[src/chbd_pkg.sv]
// ----------------------------------------------------------------------------
// chbd_pkg
// Shared types, codes and character classes for the chunked body decoder.
// ----------------------------------------------------------------------------
package chbd_pkg;

    localparam int SIZE_BITS_DEF = 32;

    typedef enum logic [6:0] {
        PH_SIZE     = 7'b000_0001,
        PH_DATA     = 7'b000_0010,
        PH_CRLF     = 7'b000_0100,
        PH_TRL      = 7'b000_1000,
        PH_TRL_SEEN = 7'b001_0000,
        PH_DONE     = 7'b010_0000,
        PH_ERR      = 7'b100_0000
    } phase_t;

    // size-line sub-phases
    localparam logic [2:0] SL_LEAD      = 3'd0;
    localparam logic [2:0] SL_DIGITS    = 3'd1;
    localparam logic [2:0] SL_TRAIL     = 3'd2;
    localparam logic [2:0] SL_EXT_EMPTY = 3'd3;
    localparam logic [2:0] SL_EXT_OK    = 3'd4;

    // trailer-line sub-phases
    localparam logic [2:0] TL_START     = 3'd0;
    localparam logic [2:0] TL_CONT      = 3'd1;
    localparam logic [2:0] TL_LEAD      = 3'd2;
    localparam logic [2:0] TL_NAME      = 3'd3;
    localparam logic [2:0] TL_TRAIL     = 3'd4;
    localparam logic [2:0] TL_BADN      = 3'd5;
    localparam logic [2:0] TL_COLON_OK  = 3'd6;
    localparam logic [2:0] TL_COLON_BAD = 3'd7;

    // delimiter sub-phases after chunk data
    localparam logic [2:0] CD_FIRST     = 3'd0;
    localparam logic [2:0] CD_SECOND    = 3'd1;

    // size-line fault marks
    localparam logic [1:0] LB_NONE      = 2'd0;
    localparam logic [1:0] LB_BADCHAR   = 2'd1;
    localparam logic [1:0] LB_OVERFLOW  = 2'd2;

    localparam logic [7:0] CH_SP    = 8'd32;
    localparam logic [7:0] CH_HT    = 8'd9;
    localparam logic [7:0] CH_CR    = 8'd13;
    localparam logic [7:0] CH_LF    = 8'd10;
    localparam logic [7:0] CH_SEMI  = 8'd59;
    localparam logic [7:0] CH_COLON = 8'd58;
    localparam logic [7:0] CH_DEL   = 8'd127;
    localparam logic [7:0] CH_CTL_MAX = 8'd31;

    typedef enum logic [1:0] {
        ST_INCOMPLETE = 2'd0,
        ST_COMPLETE   = 2'd1,
        ST_ERROR      = 2'd2
    } status_t;

    typedef enum logic [2:0] {
        ERR_NONE       = 3'd0,
        ERR_EMPTY_SIZE = 3'd1,
        ERR_BAD_SIZE   = 3'd2,
        ERR_BAD_DELIM  = 3'd3,
        ERR_MALFORMED  = 3'd4,
        ERR_BAD_NAME   = 3'd5,
        ERR_OVERFLOW   = 3'd6
    } err_t;

    typedef struct packed {
        logic       new_message;
        logic [7:0] data_byte;
    } item_t;

    typedef struct packed {
        logic       body_valid;
        logic [7:0] body_byte;
        status_t    status;
        err_t       error_code;
    } res_t;

    function automatic logic is_ws(input logic [7:0] b);
        return (b == CH_SP) || (b == CH_HT) || (b == CH_CR) || (b == CH_LF);
    endfunction

    // {is_hex, value}
    function automatic logic [4:0] hex_val(input logic [7:0] b);
        logic [7:0] d;
        d = 8'd0;
        if (b >= "0" && b <= "9") begin
            return {1'b1, b[3:0]};
        end else if (b >= "a" && b <= "f") begin
            d = b - "a" + 8'd10;
            return {1'b1, d[3:0]};
        end else if (b >= "A" && b <= "F") begin
            d = b - "A" + 8'd10;
            return {1'b1, d[3:0]};
        end
        return 5'd0;
    endfunction

    function automatic logic is_token_char(input logic [7:0] b);
        if (b <= CH_CTL_MAX || b == CH_DEL) begin
            return 1'b0;
        end
        case (b) inside
            "(", ")", "<", ">", "@", ",", ";", ":", "\\", "\"", "/",
            "[", "]", "?", "=", "{", "}", CH_SP, CH_HT: return 1'b0;
            default: return 1'b1;
        endcase
    endfunction

endpackage

[src/chbd_in_reg.sv]
// ----------------------------------------------------------------------------
// chbd_in_reg
// Input register: holds one request until the decode step takes it.
// ----------------------------------------------------------------------------
module chbd_in_reg (
    input  logic           clk,
    input  logic           rst_n,
    input  logic           s_tvalid,
    output logic           s_tready,
    input  logic [7:0]     s_tdata,
    input  logic           s_tuser,
    input  logic           out_ready,
    output logic           fire,
    output chbd_pkg::item_t item
);
    import chbd_pkg::*;

    logic  valid_reg;
    item_t item_reg;

    assign fire     = valid_reg && out_ready;
    assign s_tready = !valid_reg || out_ready;
    assign item     = item_reg;

    always_ff @(posedge clk) begin
        if (!rst_n) begin
            valid_reg <= 1'b0;
        end else if (s_tready) begin
            valid_reg <= s_tvalid;
        end
    end

    always_ff @(posedge clk) begin
        if (s_tvalid && s_tready) begin
            item_reg <= '{new_message: s_tuser, data_byte: s_tdata};
        end
    end

endmodule

[src/chbd_engine.sv]
// ----------------------------------------------------------------------------
// chbd_engine
// Decoder state and the per-byte step: size line, chunk data, delimiter,
// trailer lines.
// ----------------------------------------------------------------------------
module chbd_engine #(
    parameter int SIZE_BITS = chbd_pkg::SIZE_BITS_DEF
) (
    input  logic           clk,
    input  logic           rst_n,
    input  logic           cfg_wr_en,
    input  logic           cfg_wr_data,
    input  logic           fire,
    input  chbd_pkg::item_t item,
    output chbd_pkg::res_t  res
);
    import chbd_pkg::*;

    typedef struct packed {
        logic [2:0]           lp;
        logic [1:0]           lbad;
        logic [SIZE_BITS-1:0] acc;
    } line_t;

    localparam logic [SIZE_BITS-1:0] ONE = {{(SIZE_BITS-1){1'b0}}, 1'b1};

    logic                 header_name_seen_reg;
    phase_t               phase_reg, phase_next;
    line_t                line_reg, line_next;
    logic                 pending_cr_reg, pending_cr_next;
    logic [SIZE_BITS-1:0] bytes_left_reg, bytes_left_next;
    err_t                 latched_error_reg, latched_error_next;
    logic                 named;
    logic [2:0]           prev_lp;
    logic [7:0]           b;

    function automatic line_t size_char(input line_t st, input logic [7:0] c);
        line_t      r;
        logic [4:0] h;
        r = st;
        h = hex_val(c);
        if (st.lp == SL_EXT_EMPTY || st.lp == SL_EXT_OK) begin
            return r;
        end
        if (c == CH_SEMI) begin
            r.lp = (st.lp == SL_LEAD) ? SL_EXT_EMPTY : SL_EXT_OK;
        end else if (is_ws(c)) begin
            if (st.lp == SL_DIGITS) r.lp = SL_TRAIL;
        end else if (h[4] && st.lp != SL_TRAIL) begin
            r.lp = SL_DIGITS;
            if (st.lbad == LB_NONE) begin
                if (st.acc[SIZE_BITS-1 -: 4] != 4'd0) begin
                    r.lbad = LB_OVERFLOW;
                end else begin
                    r.acc = {st.acc[SIZE_BITS-5:0], h[3:0]};
                end
            end
        end else begin
            if (st.lbad == LB_NONE) r.lbad = LB_BADCHAR;
            r.lp = SL_TRAIL;
        end
        return r;
    endfunction

    function automatic logic [2:0] trailer_char(input logic [2:0] lp, input logic [7:0] c);
        logic [2:0] p;
        p = lp;
        if (p == TL_START) begin
            if (c == CH_SP || c == CH_HT) return TL_CONT;
            p = TL_LEAD;
        end
        if (p == TL_CONT || p == TL_COLON_OK || p == TL_COLON_BAD) return p;
        if (c == CH_COLON) begin
            return (p == TL_NAME || p == TL_TRAIL) ? TL_COLON_OK : TL_COLON_BAD;
        end
        if (p == TL_BADN) return p;
        if (is_ws(c)) begin
            return (p == TL_NAME) ? TL_TRAIL : p;
        end
        if (is_token_char(c) && p != TL_TRAIL) return TL_NAME;
        return TL_BADN;
    endfunction

    function automatic line_t line_char(input phase_t ph, input line_t st,
                                        input logic [7:0] c);
        line_t r;
        r = st;
        if (ph == PH_SIZE) begin
            r = size_char(st, c);
        end else begin
            r.lp = trailer_char(st.lp, c);
        end
        return r;
    endfunction

    assign b = item.data_byte;

    always_comb begin
        phase_next         = phase_reg;
        line_next          = line_reg;
        pending_cr_next    = pending_cr_reg;
        bytes_left_next    = bytes_left_reg;
        latched_error_next = latched_error_reg;
        named              = 1'b0;
        prev_lp            = TL_START;
        res                = '{body_valid: 1'b0, body_byte: 8'd0,
                               status: ST_INCOMPLETE, error_code: ERR_NONE};

        if (item.new_message) begin
            phase_next         = PH_SIZE;
            line_next          = '0;
            pending_cr_next    = 1'b0;
            bytes_left_next    = '0;
            latched_error_next = ERR_NONE;
        end

        unique case (phase_next)
            PH_SIZE, PH_TRL, PH_TRL_SEEN: begin
                if (pending_cr_next && b == CH_LF) begin
                    pending_cr_next = 1'b0;
                    if (phase_next == PH_SIZE) begin
                        if (line_next.lp == SL_LEAD || line_next.lp == SL_EXT_EMPTY) begin
                            phase_next         = PH_ERR;
                            latched_error_next = ERR_EMPTY_SIZE;
                        end else if (line_next.lbad == LB_BADCHAR) begin
                            phase_next         = PH_ERR;
                            latched_error_next = ERR_BAD_SIZE;
                        end else if (line_next.lbad == LB_OVERFLOW) begin
                            phase_next         = PH_ERR;
                            latched_error_next = ERR_OVERFLOW;
                        end else if (line_next.acc == '0) begin
                            phase_next = PH_TRL;
                        end else begin
                            bytes_left_next = line_next.acc;
                            phase_next      = PH_DATA;
                        end
                        line_next = '0;
                    end else begin
                        named        = (phase_next == PH_TRL_SEEN) || header_name_seen_reg;
                        prev_lp      = line_next.lp;
                        line_next.lp = TL_START;
                        case (prev_lp)
                            TL_START:     phase_next = PH_DONE;
                            TL_CONT: begin
                                if (named) begin
                                    phase_next = PH_TRL_SEEN;
                                end else begin
                                    phase_next         = PH_ERR;
                                    latched_error_next = ERR_MALFORMED;
                                end
                            end
                            TL_COLON_OK:  phase_next = PH_TRL_SEEN;
                            TL_COLON_BAD: begin
                                phase_next         = PH_ERR;
                                latched_error_next = ERR_BAD_NAME;
                            end
                            default: begin
                                phase_next         = PH_ERR;
                                latched_error_next = ERR_MALFORMED;
                            end
                        endcase
                    end
                end else begin
                    // lone CR counts as an ordinary line byte
                    if (pending_cr_next) begin
                        pending_cr_next = 1'b0;
                        line_next       = line_char(phase_next, line_next, CH_CR);
                    end
                    if (b == CH_CR) begin
                        pending_cr_next = 1'b1;
                    end else begin
                        line_next = line_char(phase_next, line_next, b);
                    end
                end
            end
            PH_DATA: begin
                res.body_valid  = 1'b1;
                res.body_byte   = b;
                bytes_left_next = bytes_left_next - ONE;
                if (bytes_left_next == '0) begin
                    phase_next      = PH_CRLF;
                    line_next.lp    = CD_FIRST;
                    pending_cr_next = 1'b0;
                end
            end
            PH_CRLF: begin
                if (line_next.lp == CD_FIRST) begin
                    pending_cr_next = (b == CH_CR);
                    line_next.lp    = CD_SECOND;
                end else begin
                    line_next.lp = CD_FIRST;
                    if (pending_cr_next && b == CH_LF) begin
                        phase_next = PH_SIZE;
                    end else begin
                        phase_next         = PH_ERR;
                        latched_error_next = ERR_BAD_DELIM;
                    end
                    pending_cr_next = 1'b0;
                end
            end
            PH_DONE, PH_ERR: begin
            end
            default: begin
            end
        endcase

        if (phase_next == PH_DONE) begin
            res.status = ST_COMPLETE;
        end else if (phase_next == PH_ERR) begin
            res.status     = ST_ERROR;
            res.error_code = latched_error_next;
        end
    end

    always_ff @(posedge clk) begin
        if (!rst_n) begin
            header_name_seen_reg <= 1'b1;
        end else if (cfg_wr_en) begin
            header_name_seen_reg <= cfg_wr_data;
        end
    end

    always_ff @(posedge clk) begin
        if (!rst_n) begin
            phase_reg         <= PH_SIZE;
            line_reg          <= '0;
            pending_cr_reg    <= 1'b0;
            bytes_left_reg    <= '0;
            latched_error_reg <= ERR_NONE;
        end else if (fire) begin
            phase_reg         <= phase_next;
            line_reg          <= line_next;
            pending_cr_reg    <= pending_cr_next;
            bytes_left_reg    <= bytes_left_next;
            latched_error_reg <= latched_error_next;
        end
    end

    a_done_holds: assert property (@(posedge clk) disable iff (!rst_n)
        (fire && !item.new_message && phase_reg == PH_DONE) |=> (phase_reg == PH_DONE))
        else $error("completed message left done without restart");

    a_err_holds: assert property (@(posedge clk) disable iff (!rst_n)
        (fire && !item.new_message && phase_reg == PH_ERR)
        |=> (phase_reg == PH_ERR && $stable(latched_error_reg)))
        else $error("error state changed without restart");

    a_data_count: assert property (@(posedge clk) disable iff (!rst_n)
        (fire && phase_next == PH_DATA) |=> (bytes_left_reg != '0))
        else $error("data phase with zero bytes left");

    a_idle_stable: assert property (@(posedge clk) disable iff (!rst_n)
        !fire |=> $stable(phase_reg))
        else $error("phase moved without a request");

    a_data_out: assert property (@(posedge clk) disable iff (!rst_n)
        (fire && !item.new_message && phase_reg == PH_DATA) |-> res.body_valid)
        else $error("chunk data byte not passed out");

endmodule

[src/chbd_out_reg.sv]
// ----------------------------------------------------------------------------
// chbd_out_reg
// Result register: holds one result until the downstream side takes it.
// ----------------------------------------------------------------------------
module chbd_out_reg (
    input  logic           clk,
    input  logic           rst_n,
    input  logic           fire,
    input  chbd_pkg::res_t res,
    output logic           out_ready,
    output logic           m_tvalid,
    input  logic           m_tready,
    output logic [7:0]     m_tdata,
    output logic [5:0]     m_tuser
);
    import chbd_pkg::*;

    logic valid_reg;
    res_t res_reg;

    assign out_ready = !valid_reg || m_tready;
    assign m_tvalid  = valid_reg;
    assign m_tdata   = res_reg.body_byte;
    assign m_tuser   = {res_reg.error_code, res_reg.status, res_reg.body_valid};

    always_ff @(posedge clk) begin
        if (!rst_n) begin
            valid_reg <= 1'b0;
        end else if (fire) begin
            valid_reg <= 1'b1;
        end else if (m_tready) begin
            valid_reg <= 1'b0;
        end
    end

    always_ff @(posedge clk) begin
        if (fire) begin
            res_reg <= res;
        end
    end

endmodule

[src/http_chunked_body_decoder.sv]
// ----------------------------------------------------------------------------
// http_chunked_body_decoder
// HTTP/1.1 chunked body decoder, one byte in and one result out per request.
// ----------------------------------------------------------------------------
// Takes one stream byte per cycle and returns one result per byte; each byte
// passes the input register, then the decode step into the result register.
// The whole per-byte step (size-line parse with shift-add, data countdown,
// delimiter and trailer checks) is combinational between the two registers, so
// the sustained rate is one byte per clock as long as the result side takes
// results; a stalled result stops the input only once both registers are
// full. No memories, no clearing pass after reset. Write cfg_wr_data
// (header_name_seen) only while no request is in flight.
module http_chunked_body_decoder #(
    parameter int SIZE_BITS = chbd_pkg::SIZE_BITS_DEF
) (
    input  logic       aclk,
    input  logic       aresetn,
    input  logic       cfg_wr_en,
    input  logic       cfg_wr_data,   // header_name_seen
    input  logic       s_tvalid,
    output logic       s_tready,
    input  logic [7:0] s_tdata,       // [7:0] data_byte
    input  logic       s_tuser,       // [0] new_message
    output logic       m_tvalid,
    input  logic       m_tready,
    output logic [7:0] m_tdata,       // [7:0] body_byte
    output logic [5:0] m_tuser        // [0] body_valid, [2:1] status, [5:3] error_code
);
    import chbd_pkg::*;

    logic  fire;
    logic  out_ready;
    item_t item;
    res_t  res;

    chbd_in_reg u_in_reg (
        .clk       (aclk),
        .rst_n     (aresetn),
        .s_tvalid  (s_tvalid),
        .s_tready  (s_tready),
        .s_tdata   (s_tdata),
        .s_tuser   (s_tuser),
        .out_ready (out_ready),
        .fire      (fire),
        .item      (item)
    );

    chbd_engine #(
        .SIZE_BITS (SIZE_BITS)
    ) u_engine (
        .clk         (aclk),
        .rst_n       (aresetn),
        .cfg_wr_en   (cfg_wr_en),
        .cfg_wr_data (cfg_wr_data),
        .fire        (fire),
        .item        (item),
        .res         (res)
    );

    chbd_out_reg u_out_reg (
        .clk       (aclk),
        .rst_n     (aresetn),
        .fire      (fire),
        .res       (res),
        .out_ready (out_ready),
        .m_tvalid  (m_tvalid),
        .m_tready  (m_tready),
        .m_tdata   (m_tdata),
        .m_tuser   (m_tuser)
    );

endmodule

[config.mk]
export PLATFORM = sky130hd
export DESIGN_NAME = http_chunked_body_decoder
export DESIGN_NICKNAME = d
export VERILOG_FILES = /design/src/chbd_pkg.sv /design/src/chbd_in_reg.sv /design/src/chbd_engine.sv /design/src/chbd_out_reg.sv /design/src/http_chunked_body_decoder.sv
export SDC_FILE = /design/constraint.sdc
export NUM_CORES = 1
export LEC_CHECK = 0
export ABC_CLOCK_PERIOD_IN_PS = 4200
export BUFFER_PORTS_ARGS = -buffer_cell sky130_fd_sc_hd__buf_2
export CELL_PAD_IN_SITES_DETAIL_PLACEMENT = 2
export CELL_PAD_IN_SITES_GLOBAL_PLACEMENT = 2
export CORE_ASPECT_RATIO = 0.75
export CORE_UTILIZATION = 34
export CTS_CLUSTER_DIAMETER = 100
export DETAILED_ROUTE_END_ITERATION = 8
export GPL_ROUTABILITY_DRIVEN = 0
export PLACE_DENSITY_LB_ADDON = 0.05
export SYNTH_ARGS = -nofsm -noshare
export SYNTH_HDL_FRONTEND = slang
export SYNTH_SLANG_ARGS = --single-unit
[constraint.sdc]
create_clock -name aclk -period 4.2 [get_ports aclk]
set_input_delay 0.21 -clock aclk [delete_from_list [all_inputs] [get_ports aclk]]
set_output_delay 0.21 -clock aclk [all_outputs]
set_load 0.01 [all_outputs]
==> flow_summary.json, run 1 <==
{
  "core_um2": 20400,
  "io_pins": 31,
  "die_area_um2": 21600,
  "vias": 7817,
  "end_kind": "flop",
  "power_leakage_nw": 2.89,
  "clk_pin_slew_ns": 0.08,
  "area_growth_pct": 10.4,
  "synth_xor_area_frac": 0.0159,
  "arrival_ns": 4.09,
  "via_per_inst": 6.54,
  "grt_antenna_before_repair": 0,
  "syn_nets": 933,
  "tightest_slew_ns": 1.11,
  "cts_sinks": 106,
  "wirelength_mm": 30.9,
  "hold_ws_ns": 0.0119,
  "netlist_area_um2": 7150,
  "rsz0062_at_grt": "no",
  "drt_iter0_drc": 708,
  "grt-ovfl-total": 0,
  "r2r_cells": 12,
  "slew_viol_final": 0,
  "crit_slowest_cell": "a2111oi_0",
  "hp-start": "s_tdata[7]",
  "drtPass1Iterations": 5,
  "peakVddDrop_uv": 199,
  "cts_tree": "done",
  "syn_inst": 907,
  "internal_power_mw": 1.62,
  "finalHoldViolations": 0,
  "avgSynthCellArea_um2": 7.89,
  "final_cell_mix": "nor2_1 (95), dfxtp_1 (83), nand2_1 (72)",
  "status": "completed",
  "largest_register_ffs": 37,
  "hold_path_depth": 1,
  "maxCapViolCount": 0,
  "fp.dieW_um": 169,
  "yosys.area.top_type": "dfxtp_1",
  "timing.slew.headroom": 0.253,
  "r2r_end": "u_out_reg.m_tuser[1]",
  "clkLatencyLatePin_ns": 0.37,
  "crit_path_start_kind": "flop",
  "cp_top_family": "simple AND/OR/NAND/NOR gates",
  "holdCritPathClass": "in2reg",
  "final_core_util": 0.386,
  "post-route-period-util": 0.930,
  "filler_cell_count": 2376,
  "crit_chain": "clkinv_1 > nand2_1 > ha_1 > buf_4 > nand2b_1 > a2111oi_0 > o2111a_1 > nand4_1 > or4b_4 > nor4_4 > a21oi_1 > nor4_1",
  "min_to": "u_in_reg.item[7]",
  "yosysWarningCount": 0,
  "finalSetupViolCount": 0,
  "power_frac_comb": 0.177,
  "cts_root_buffer": "clkbuf_16",
  "clk_path_buf_depth": 2,
  "fmax_mhz": 256,
  "die_y_um": 128,
  "cp_max_fo": 19,
  "seq_area_frac_synth": 0.329,
  "reg2reg_from": "u_in_reg.item[8]",
  "cts_buffers": 9,
  "fin_worst_skew_ns": 0.0125,
  "ys.flop_type": "dfxtp_1",
  "slowest_delay_ns": 0.57,
  "post_drt_wl_per_cell_um": 25.9,
  "drive_gt1_frac": 0.122,
  "muxShareOfSynthArea": 0.0117,
  "clkPwrFrac": 0.360,
  "fin_setup_tns_ns": 0,
  "synth_fa_ha_area_frac": 0.0192,
  "synth_edf_count": 23,
  "num_rows": 45,
  "h-tree-depth": 3,
  "synth_compound_area_frac": 0.301,
  "synth_seq_cells": 106,
  "nNetsFinal": 934,
  "post_cts_resize_count": 0,
  "drtAntennaViolNets": 0,
  "synthTopCellsByArea": "dfxtp_1 (23%), edfxtp_1 (9.7%), nor2_1 (5.0%)",
  "drc_errors": 0,
  "power_switching_uw": 789,
  "portBuffers": 30,
  "ff2ff_setup_slack_ns": 0.29,
  "grt_pass1_wl_mm": 48.8,
  "yosys.area_share.simple": 0.269,
  "sequentialPowerShare": 0.463,
  "grt_pass1_vias": 8008,
  "synth_async_sr_flop_share": 0,
  "fin_crit_ns": 3.91,
  "path_class": "reg2reg",
  "grt_max_degree": 67,
  "critical_path.n_buffers_inverters": 2,
  "start_util": 0.350,
  "switching_share": 0.328,
  "hpwl_mm": 22.6,
  "n_antenna_cell": 0,
  "synthDistinctLibCells": 84,
  "required_ns": 4.38,
  "grt_use_total": 0.295,
  "synth_top_family_by_area": "compound AO/OA/AOI/OAI gates",
  "synth_top_area_frac": 0.232,
  "mostFrequentLayoutCell": "nor2_1",
  "p_per_area_nw_per_um2": 305
}
[per-stage QoR]
stage               setup slack [ns]  power, mW  instance area [µm²]  std cells
floorplan                     0.0599       1.40                 7150        907
global placement               0.444       1.54                 7600       1178
detailed placement             0.391       1.55                 7600       1178
CTS                            0.344       2.42                 7890       1194
global route                   0.150       2.50                 7900       1195
finish                         0.292       2.41                 7900       1195
[area by class of cell]
| type | instances | area (µm²) | area share |
|---|---|---|---|
| sequential | 106 | 2350 | 0.298 |
| timing repair buffer | 62 | 405 | 0.0513 |
| multi-input combinational | 707 | 4410 | 0.559 |
| inverter | 22 | 82.6 | 0.0105 |
| clock buffer | 9 | 225 | 0.0285 |
| tap | 282 | 353 | 0.0447 |
| clock inverter | 7 | 63.8 | 0.00808 |
[power by group through the flow]
stage | clock network, mW | logic (mW) | registers, mW
6_report | 0.867 | 0.427 | 1.12
5_1_grt | 0.918 | 0.460 | 1.12
4_1_cts | 0.885 | 0.418 | 1.11
3_5_place_dp | 0 | 0.415 | 1.14
3_3_place_gp | 0 | 0.403 | 1.14
2_1_floorplan | 0 | 0.287 | 1.11
[worst register-to-register path: cells and delay by family (launching register included)]
kind | cells | cell delay, ns
buf+inv | 2 | 0.35
compound gates | 3 | 1.11
flops | 1 | 0.47
simple gates | 6 | 1.56
fa+ha+maj | 1 | 0.24
[layer usage]
metal	vias up	share of wire	global-route usage
li1	3461	-	-
met1	4076	0.50	0.441
met2	239	0.42	0.434
met3	41	0.057	0.0533
met4	0	0.015	0.0705
met5	-	0	0
[worst max path at each step]
| stage | cells past startpoint | start | end | slack, ns |
|---|---|---|---|---|
| 6_report | 12 | u_in_reg.item[8] | u_out_reg.m_tuser[1] | 0.29 |
| 4_1_cts | 12 | u_in_reg.item[8] | u_out_reg.m_tuser[1] | 0.34 |
| 5_1_grt | 12 | u_in_reg.item[8] | u_out_reg.m_tuser[4] | 0.15 |
| 3_3_place_gp | 12 | u_in_reg.item[8] | u_engine.bytes_left_reg[15] | 0.44 |
| 2_1_floorplan | 16 | u_in_reg.item[8] | u_engine.phase_reg[1] | 0.06 |
| 3_5_place_dp | 12 | u_in_reg.item[8] | u_out_reg.m_tuser[1] | 0.39 |
[cells by family after synthesis]
| logic type | count (synthesis) |
|---|---|
| buffers and inverters | 94 |
| DFF | 106 |
| AOI/OAI and AO/OA | 312 |
| adders and majority gates | 11 |
| and+or+nand+nor | 363 |
| muxes | 8 |
| xor gates and xnor gates | 13 |
[Yosys cell counts, types with 6 or more instances]
| cell | n |
|---|---|
| nor2_1 | 95 |
| dfxtp_1 | 83 |
| nand2_1 | 72 |
| a21oi_1 | 71 |
| o21ai_0 | 62 |
| clkbuf_1 | 56 |
| nor3_1 | 32 |
| nand3_1 | 25 |
| edfxtp_1 | 23 |
| nor4_1 | 23 |
| a22o_1 | 20 |
| inv_1 | 20 |
| a211oi_1 | 19 |
| nand4_1 | 16 |
| o211ai_1 | 15 |
| and2_1 | 13 |
| a22oi_1 | 12 |
| o21a_1 | 12 |
| or4_1 | 12 |
| ha_1 | 11 |
| and3_1 | 10 |
| a31oi_1 | 9 |
| nand2b_1 | 8 |
| o31ai_1 | 8 |
| xor2_1 | 8 |
| buf_2 | 7 |
| a32o_1 | 6 |
| a32oi_1 | 6 |
| nor3b_1 | 6 |
| nor4b_1 | 6 |
| or2_2 | 6 |
[timing repair]
action / CTS / global route
hold endpoints to repair: 0 / 1
setup buffers: 0 / 0
hold buffers: 0 / 1
No activity file was read; power rests on OpenSTA's default activity.
==> run 2, diff against run 1 <==
--- a/config.mk
+++ b/config.mk
@@ -10,6 +10,7 @@
 export CELL_PAD_IN_SITES_DETAIL_PLACEMENT = 2
 export CELL_PAD_IN_SITES_GLOBAL_PLACEMENT = 2
 export CORE_ASPECT_RATIO = 0.75
+export CORE_MARGIN = 2
 export CORE_UTILIZATION = 34
 export CTS_CLUSTER_DIAMETER = 100
 export DETAILED_ROUTE_END_ITERATION = 8
==> run 2 against run 1 <==
Net effect: fmax rose by 1.8%; first-iteration DRC count up 10%; register-to-register slack improved by 0.07 ns; routed wire length is 1.1% higher; largest cell class unchanged.
==> flow_summary.json, run 2 (synthesis results as in run 1) <==
{
  "area_growth_pct": 10.5,
  "largest_register_ffs": 37,
  "critical_path.n_buffers_inverters": 2,
  "wl_met1_mm": 15.8,
  "die_y_um": 130,
  "fmax_mhz": 261,
  "required_ns": 4.39,
  "path_class": "reg2reg",
  "num_rows": 45,
  "clkLatencyLatePin_ns": 0.37,
  "h-tree-depth": 3,
  "fin_setup_tns_ns": 0,
  "met2_wirelength_mm": 13.4,
  "clk_pin_slew_ns": 0.08,
  "reg2reg_from": "u_in_reg.item[8]",
  "met3_length_mm": 1.76,
  "fin_worst_skew_ns": 0.0181,
  "hold_path_depth": 1,
  "grt_max_degree": 67,
  "grt_pass1_vias": 7951,
  "clkPwrFrac": 0.361,
  "power_frac_comb": 0.176,
  "p_per_area_nw_per_um2": 305,
  "n_antenna_cell": 0,
  "crit_chain": "clkinv_1 > nand2_1 > ha_1 > buf_4 > nand2b_1 > a2111oi_1 > o2111a_1 > nand4_1 > or4b_4 > nor4_4 > a21oi_1 > nor3b_1",
  "drt_iter0_drc": 782,
  "timing.slew.headroom": 0.250,
  "cts_sinks": 106,
  "fin_crit_ns": 3.84,
  "vias": 7718,
  "hp-start": "s_tdata[4]",
  "top_layer": "met4",
  "crit_path_start_kind": "flop",
  "nNetsFinal": 935,
  "fp.dieW_um": 171,
  "internal_power_mw": 1.65,
  "grt_use_total": 0.288,
  "r2r_cells": 12,
  "place_inst": 1178,
  "final_cell_mix": "nor2_1 (95), dfxtp_1 (83), nand2_1 (72)",
  "crit_slowest_cell": "or4b_4",
  "holdCritPathClass": "in2reg",
  "switching_share": 0.316,
  "slowest_delay_ns": 0.55,
  "hold_ws_ns": 0.0137,
  "final_core_util": 0.387,
  "final_cell_count_no_fill": 1195,
  "maxCapViolCount": 0,
  "sequentialPowerShare": 0.463,
  "io_pins": 31,
  "cp_top_family": "simple AND/OR/NAND/NOR gates",
  "tightest_slew_ns": 1.12,
  "cts_root_buffer": "clkbuf_16",
  "hpwl_mm": 22.7,
  "drc_errors": 0,
  "finalSetupViolCount": 0,
  "grt-ovfl-total": 0,
  "min_to": "u_in_reg.item[4]",
  "status": "completed",
  "via_per_inst": 6.46,
  "rsz0062_at_grt": "no",
  "portBuffers": 30,
  "power_leakage_nw": 2.89,
  "core_um2": 20400,
  "filler_cell_count": 2377,
  "drtAntennaViolNets": 0,
  "ff2ff_setup_slack_ns": 0.36,
  "peakVddDrop_uv": 278,
  "finalHoldViolations": 0,
  "wirelength_mm": 31.3,
  "cts_buffers": 9,
  "end_kind": "flop",
  "grt_pass1_wl_mm": 48.7,
  "grt_antenna_before_repair": 0,
  "clk_path_buf_depth": 2,
  "r2r_end": "u_out_reg.m_tuser[4]",
  "start_util": 0.350,
  "mostFrequentLayoutCell": "nor2_1",
  "cp_max_fo": 19,
  "slew_viol_final": 0,
  "die_area_um2": 22200,
  "power_switching_uw": 763,
  "post_drt_wl_per_cell_um": 26.2,
  "arrival_ns": 4.02,
  "cts_tree": "done",
  "post-route-period-util": 0.914,
  "drtPass1Iterations": 5,
  "drive_gt1_frac": 0.119
}
run 2: cell count changes in the layout (fill, tap and decap cells not counted):
cell / delta
clkinv_2: -2
inv_6: -2
a2111oi_0: -1
a2111oi_1: +1
clkbuf_1: +1
clkbuf_16: +1
clkinv_4: +1
clkinv_8: -1
dlygate4sd3_1: +1
inv_4: +1
run 2: worst max path at each step:
stage | start | end | cells after the start
after floorplan | u_in_reg.item[8] | u_engine.phase_reg[1] | 16
after global placement | u_in_reg.item[8] | u_engine.bytes_left_reg[15] | 12
after detailed placement | u_in_reg.item[8] | u_out_reg.m_tuser[5] | 12
after CTS | u_in_reg.item[8] | u_out_reg.m_tuser[4] | 12
after global routing | u_in_reg.item[8] | u_out_reg.m_tuser[3] | 12
final | u_in_reg.item[8] | u_out_reg.m_tuser[4] | 12
run 2: layout make-up:
class                      count  area, µm²  area share
multi-input combinational    707       4410       0.558
sequential                   106       2350       0.298
timing repair buffer          63        415      0.0525
tap                          282        353      0.0446
clock buffer                  11        254      0.0321
inverter                      22       82.6      0.0104
clock inverter                 4       35.0     0.00443
run 2: what timing repair did:
action	in CTS	in global routing
hold buffers	0	2
endpoints found under the setup margin	0	1
buffers inserted	0	0
hold endpoints to repair	0	2
gates resized for setup	0	1
run 2: power groups by stage:
stage                     combinational, mW  sequential (mW)  clock [mW]
after detailed placement              0.415             1.14           0
after global routing                  0.461             1.12       0.929
after floorplan                       0.287             1.11           0
after global placement                0.403             1.13           0
after CTS                             0.418             1.11       0.886
final                                 0.425             1.12       0.869
run 2: metrics by stage:
| step | worst slack (ns) | cell area (µm²) | power [mW] |
|---|---|---|---|
| 3_5_place_dp | 0.362 | 7600 | 1.55 |
| 5_1_grt | 0.0990 | 7910 | 2.51 |
| 3_3_place_gp | 0.507 | 7600 | 1.54 |
| 6_report | 0.362 | 7910 | 2.41 |
| 4_1_cts | 0.326 | 7890 | 2.42 |
| 2_1_floorplan | 0.0599 | 7150 | 1.40 |
run 2: layer usage:
metal / vias to the layer above / track usage
met3: 28 / 0.0544
met4: 0 / 0.0553
li1: 3468 / -
met1: 3995 / 0.431
met2: 227 / 0.428
met5: - / 0
==> run 3, diff against run 2 <==
--- a/config.mk
+++ b/config.mk
@@ -12,10 +12,12 @@
 export CORE_ASPECT_RATIO = 0.75
 export CORE_MARGIN = 2
 export CORE_UTILIZATION = 34
-export CTS_CLUSTER_DIAMETER = 100
+export CTS_CLUSTER_DIAMETER = 200
 export DETAILED_ROUTE_END_ITERATION = 8
 export GPL_ROUTABILITY_DRIVEN = 0
+export HOLD_SLACK_MARGIN = 0.15
 export PLACE_DENSITY_LB_ADDON = 0.05
 export SYNTH_ARGS = -nofsm -noshare
 export SYNTH_HDL_FRONTEND = slang
+export SYNTH_HIERARCHICAL = 1
 export SYNTH_SLANG_ARGS = --single-unit
==> run 3 against run 2 <==
Net effect: clock skew decreased by 0.0067 ns; worst hold slack better by 0.21 ns; via count decreased by 12%; sequential power fell by 4%; sequential share of layout area grew 1.3 points; register-to-register slack gained 0.11 ns; critical path type unchanged.
==> flow_summary.json, run 3 <==
{
  "status": "completed",
  "post_cts_resize_count": 0,
  "yosys.area.top_type": "dfxtp_1",
  "internal_power_mw": 1.63,
  "peakVddDrop_uv": 179,
  "min_to": "u_engine/header_name_seen_reg",
  "hp-start": "aresetn",
  "rsz0062_at_grt": "no",
  "maxCapViolCount": 0,
  "p_total_mw": 2.32,
  "use_met3": 0.0374,
  "power_switching_uw": 688,
  "syn_nets": 854,
  "r2r_end": "u_out_reg/m_tuser[1]",
  "grt_pass1_wl_mm": 43.7,
  "post_drt_wl_per_cell_um": 25.0,
  "synth_seq_cells": 106,
  "cp_max_fo": 8,
  "required_ns": 4.38,
  "seq_area_frac_synth": 0.350,
  "synth.most_common_cell": "nor2_1",
  "ff2ff_setup_slack_ns": 0.47,
  "end_kind": "flop",
  "die_area_um2": 20900,
  "synthTopCellsByArea": "dfxtp_1 (25%), edfxtp_1 (10%), nor2_1 (5.5%)",
  "reg2reg_from": "u_engine/bytes_left_reg[3]",
  "holdCritPathClass": "in2reg",
  "fin_crit_ns": 3.73,
  "crit_path_start_kind": "flop",
  "path_class": "reg2reg",
  "via_per_inst": 6.17,
  "cts_tree": "done",
  "synthDistinctLibCells": 94,
  "finalHoldViolations": 0,
  "nNetsFinal": 871,
  "drive_gt1_frac": 0.124,
  "post-route-period-util": 0.887,
  "clk_pin_slew_ns": 0.08,
  "ys.flop_type": "dfxtp_1",
  "hpwl_mm": 19.6,
  "fin_worst_skew_ns": 0.0114,
  "grt-ovfl-total": 0,
  "netlist_area_um2": 6720,
  "syn_inst": 828,
  "grt_use_total": 0.267,
  "num_rows": 44,
  "largest_register_ffs": 37,
  "grt.busiest_layer": "met2",
  "portBuffers": 30,
  "wirelength_mm": 27.6,
  "area_growth_pct": 12.7,
  "fp.dieW_um": 166,
  "timing.slew.headroom": 0.225,
  "cts_root_buffer": "clkbuf_16",
  "synth_top_area_frac": 0.247,
  "final_cell_mix": "nor2_1 (99), dfxtp_1 (83), nand2_1 (82)",
  "vias": 6808,
  "cts_sinks": 106,
  "netlist_top_cells_count": "nor2_1 (99), dfxtp_1 (83), nand2_1 (82)",
  "fmax_mhz": 268,
  "clkPwrFrac": 0.407,
  "synth_async_sr_flop_share": 0,
  "clk_path_buf_depth": 2,
  "clkLatencyLatePin_ns": 0.37,
  "drtAntennaViolNets": 0,
  "p_per_area_nw_per_um2": 307,
  "h-tree-depth": 3,
  "avgSynthCellArea_um2": 8.12,
  "grt_pass1_vias": 7174,
  "r2r_cells": 9,
  "arrival_ns": 3.90,
  "use_met1": 0.399,
  "drt_iter0_drc": 465,
  "switching_share": 0.296,
  "hold_path_depth": 2,
  "use_met2": 0.415,
  "yosysWarningCount": 6,
  "core_um2": 19400,
  "post-cts-setup-buffers": 0,
  "slew_viol_final": 0,
  "mostFrequentLayoutCell": "nor2_1",
  "drc_errors": 0,
  "power_leakage_nw": 2.91,
  "grt_antenna_before_repair": 0,
  "postCtsHoldBufs": 13,
  "hold_ws_ns": 0.228,
  "io_pins": 31,
  "fin_setup_tns_ns": 0,
  "power_frac_comb": 0.126,
  "grt_max_degree": 68,
  "tightest_slew_ns": 1.16,
  "finalSetupViolCount": 0,
  "synth_edf_count": 23,
  "start_util": 0.347,
  "n_antenna_cell": 0,
  "cts_buffers": 9,
  "drtPass1Iterations": 5,
  "sequentialPowerShare": 0.467,
  "die_y_um": 126
}
==> run 3: logic make-up after synthesis <==
family | share of synthesized area
XOR/XNOR | 0.0248
adder cells (fa/ha/maj) | 0.0205
buffers and inverters | 0.0482
flip-flops | 0.350
AO/OA/AOI/OAI | 0.275
multiplexers | 0.0181
AND/OR/NAND/NOR | 0.263
==> run 3: power by group through the flow <==
stage / Clock (mW) / Sequential [mW] / Combinational, mW
after detailed placement: 0 / 1.11 / 0.279
after global routing: 0.993 / 1.09 / 0.318
after CTS: 0.964 / 1.08 / 0.290
after global placement: 0 / 1.10 / 0.269
final: 0.945 / 1.08 / 0.293
after floorplan: 0 / 1.09 / 0.180
==> run 3: worst max-delay path by stage <==
stage | startpoint | end | slack (ns) | depth (start not counted)
2_1_floorplan | u_in_reg/item[8] | u_out_reg/m_tuser[1] | 0.23 | 16
3_3_place_gp | u_engine/bytes_left_reg[3] | u_out_reg/m_tuser[1] | 0.70 | 9
3_5_place_dp | u_in_reg/item[4] | u_out_reg/m_tuser[5] | 0.60 | 9
4_1_cts | u_in_reg/item[4] | u_out_reg/m_tuser[5] | 0.56 | 9
5_1_grt | u_in_reg/item[8] | u_out_reg/m_tuser[1] | 0.28 | 13
6_report | u_engine/bytes_left_reg[3] | u_out_reg/m_tuser[1] | 0.47 | 9
==> run 3: final cells by class <==
| type | instances | area, µm² |
|---|---|---|
| clock buffers | 9 | 225 |
| well taps | 253 | 317 |
| multi-input cells | 643 | 4050 |
| flip-flops and latches | 106 | 2350 |
| fillers | 2193 | 11800 |
| repair buffers | 65 | 458 |
| inverters | 20 | 75.1 |
| clock inverters | 7 | 95.1 |
==> run 3: through the flow <==
stage / area, µm² / utilization / cells / worst slack [ns]
floorplan: 6720 / - / 828 / 0.228
global placement: 7120 / 0.368 / 1074 / 0.698
detailed placement: 7120 / 0.368 / 1074 / 0.602
CTS: 7570 / 0.391 / 1103 / 0.560
global route: 7570 / 0.391 / 1103 / 0.276
finish: 7570 / 0.391 / 1103 / 0.474
==> run 3: critical path: stages, from the launching register on <==
cell       delay [ns]
dfxtp_1          0.41
nor4_2           0.68
nand4_1          0.39
o41ai_1          0.55
o2111ai_1        0.22
nor4_1           0.30
and4_1           0.30
a21oi_2          0.12
o221a_4          0.28
nor4_1           0.29
==> run 3: metal layers <==
layer  vias up  part of all wire
met4         0             0.012
met5         -                 0
met1      3491              0.50
met3        28             0.051
li1       3123                 -
met2       166              0.44
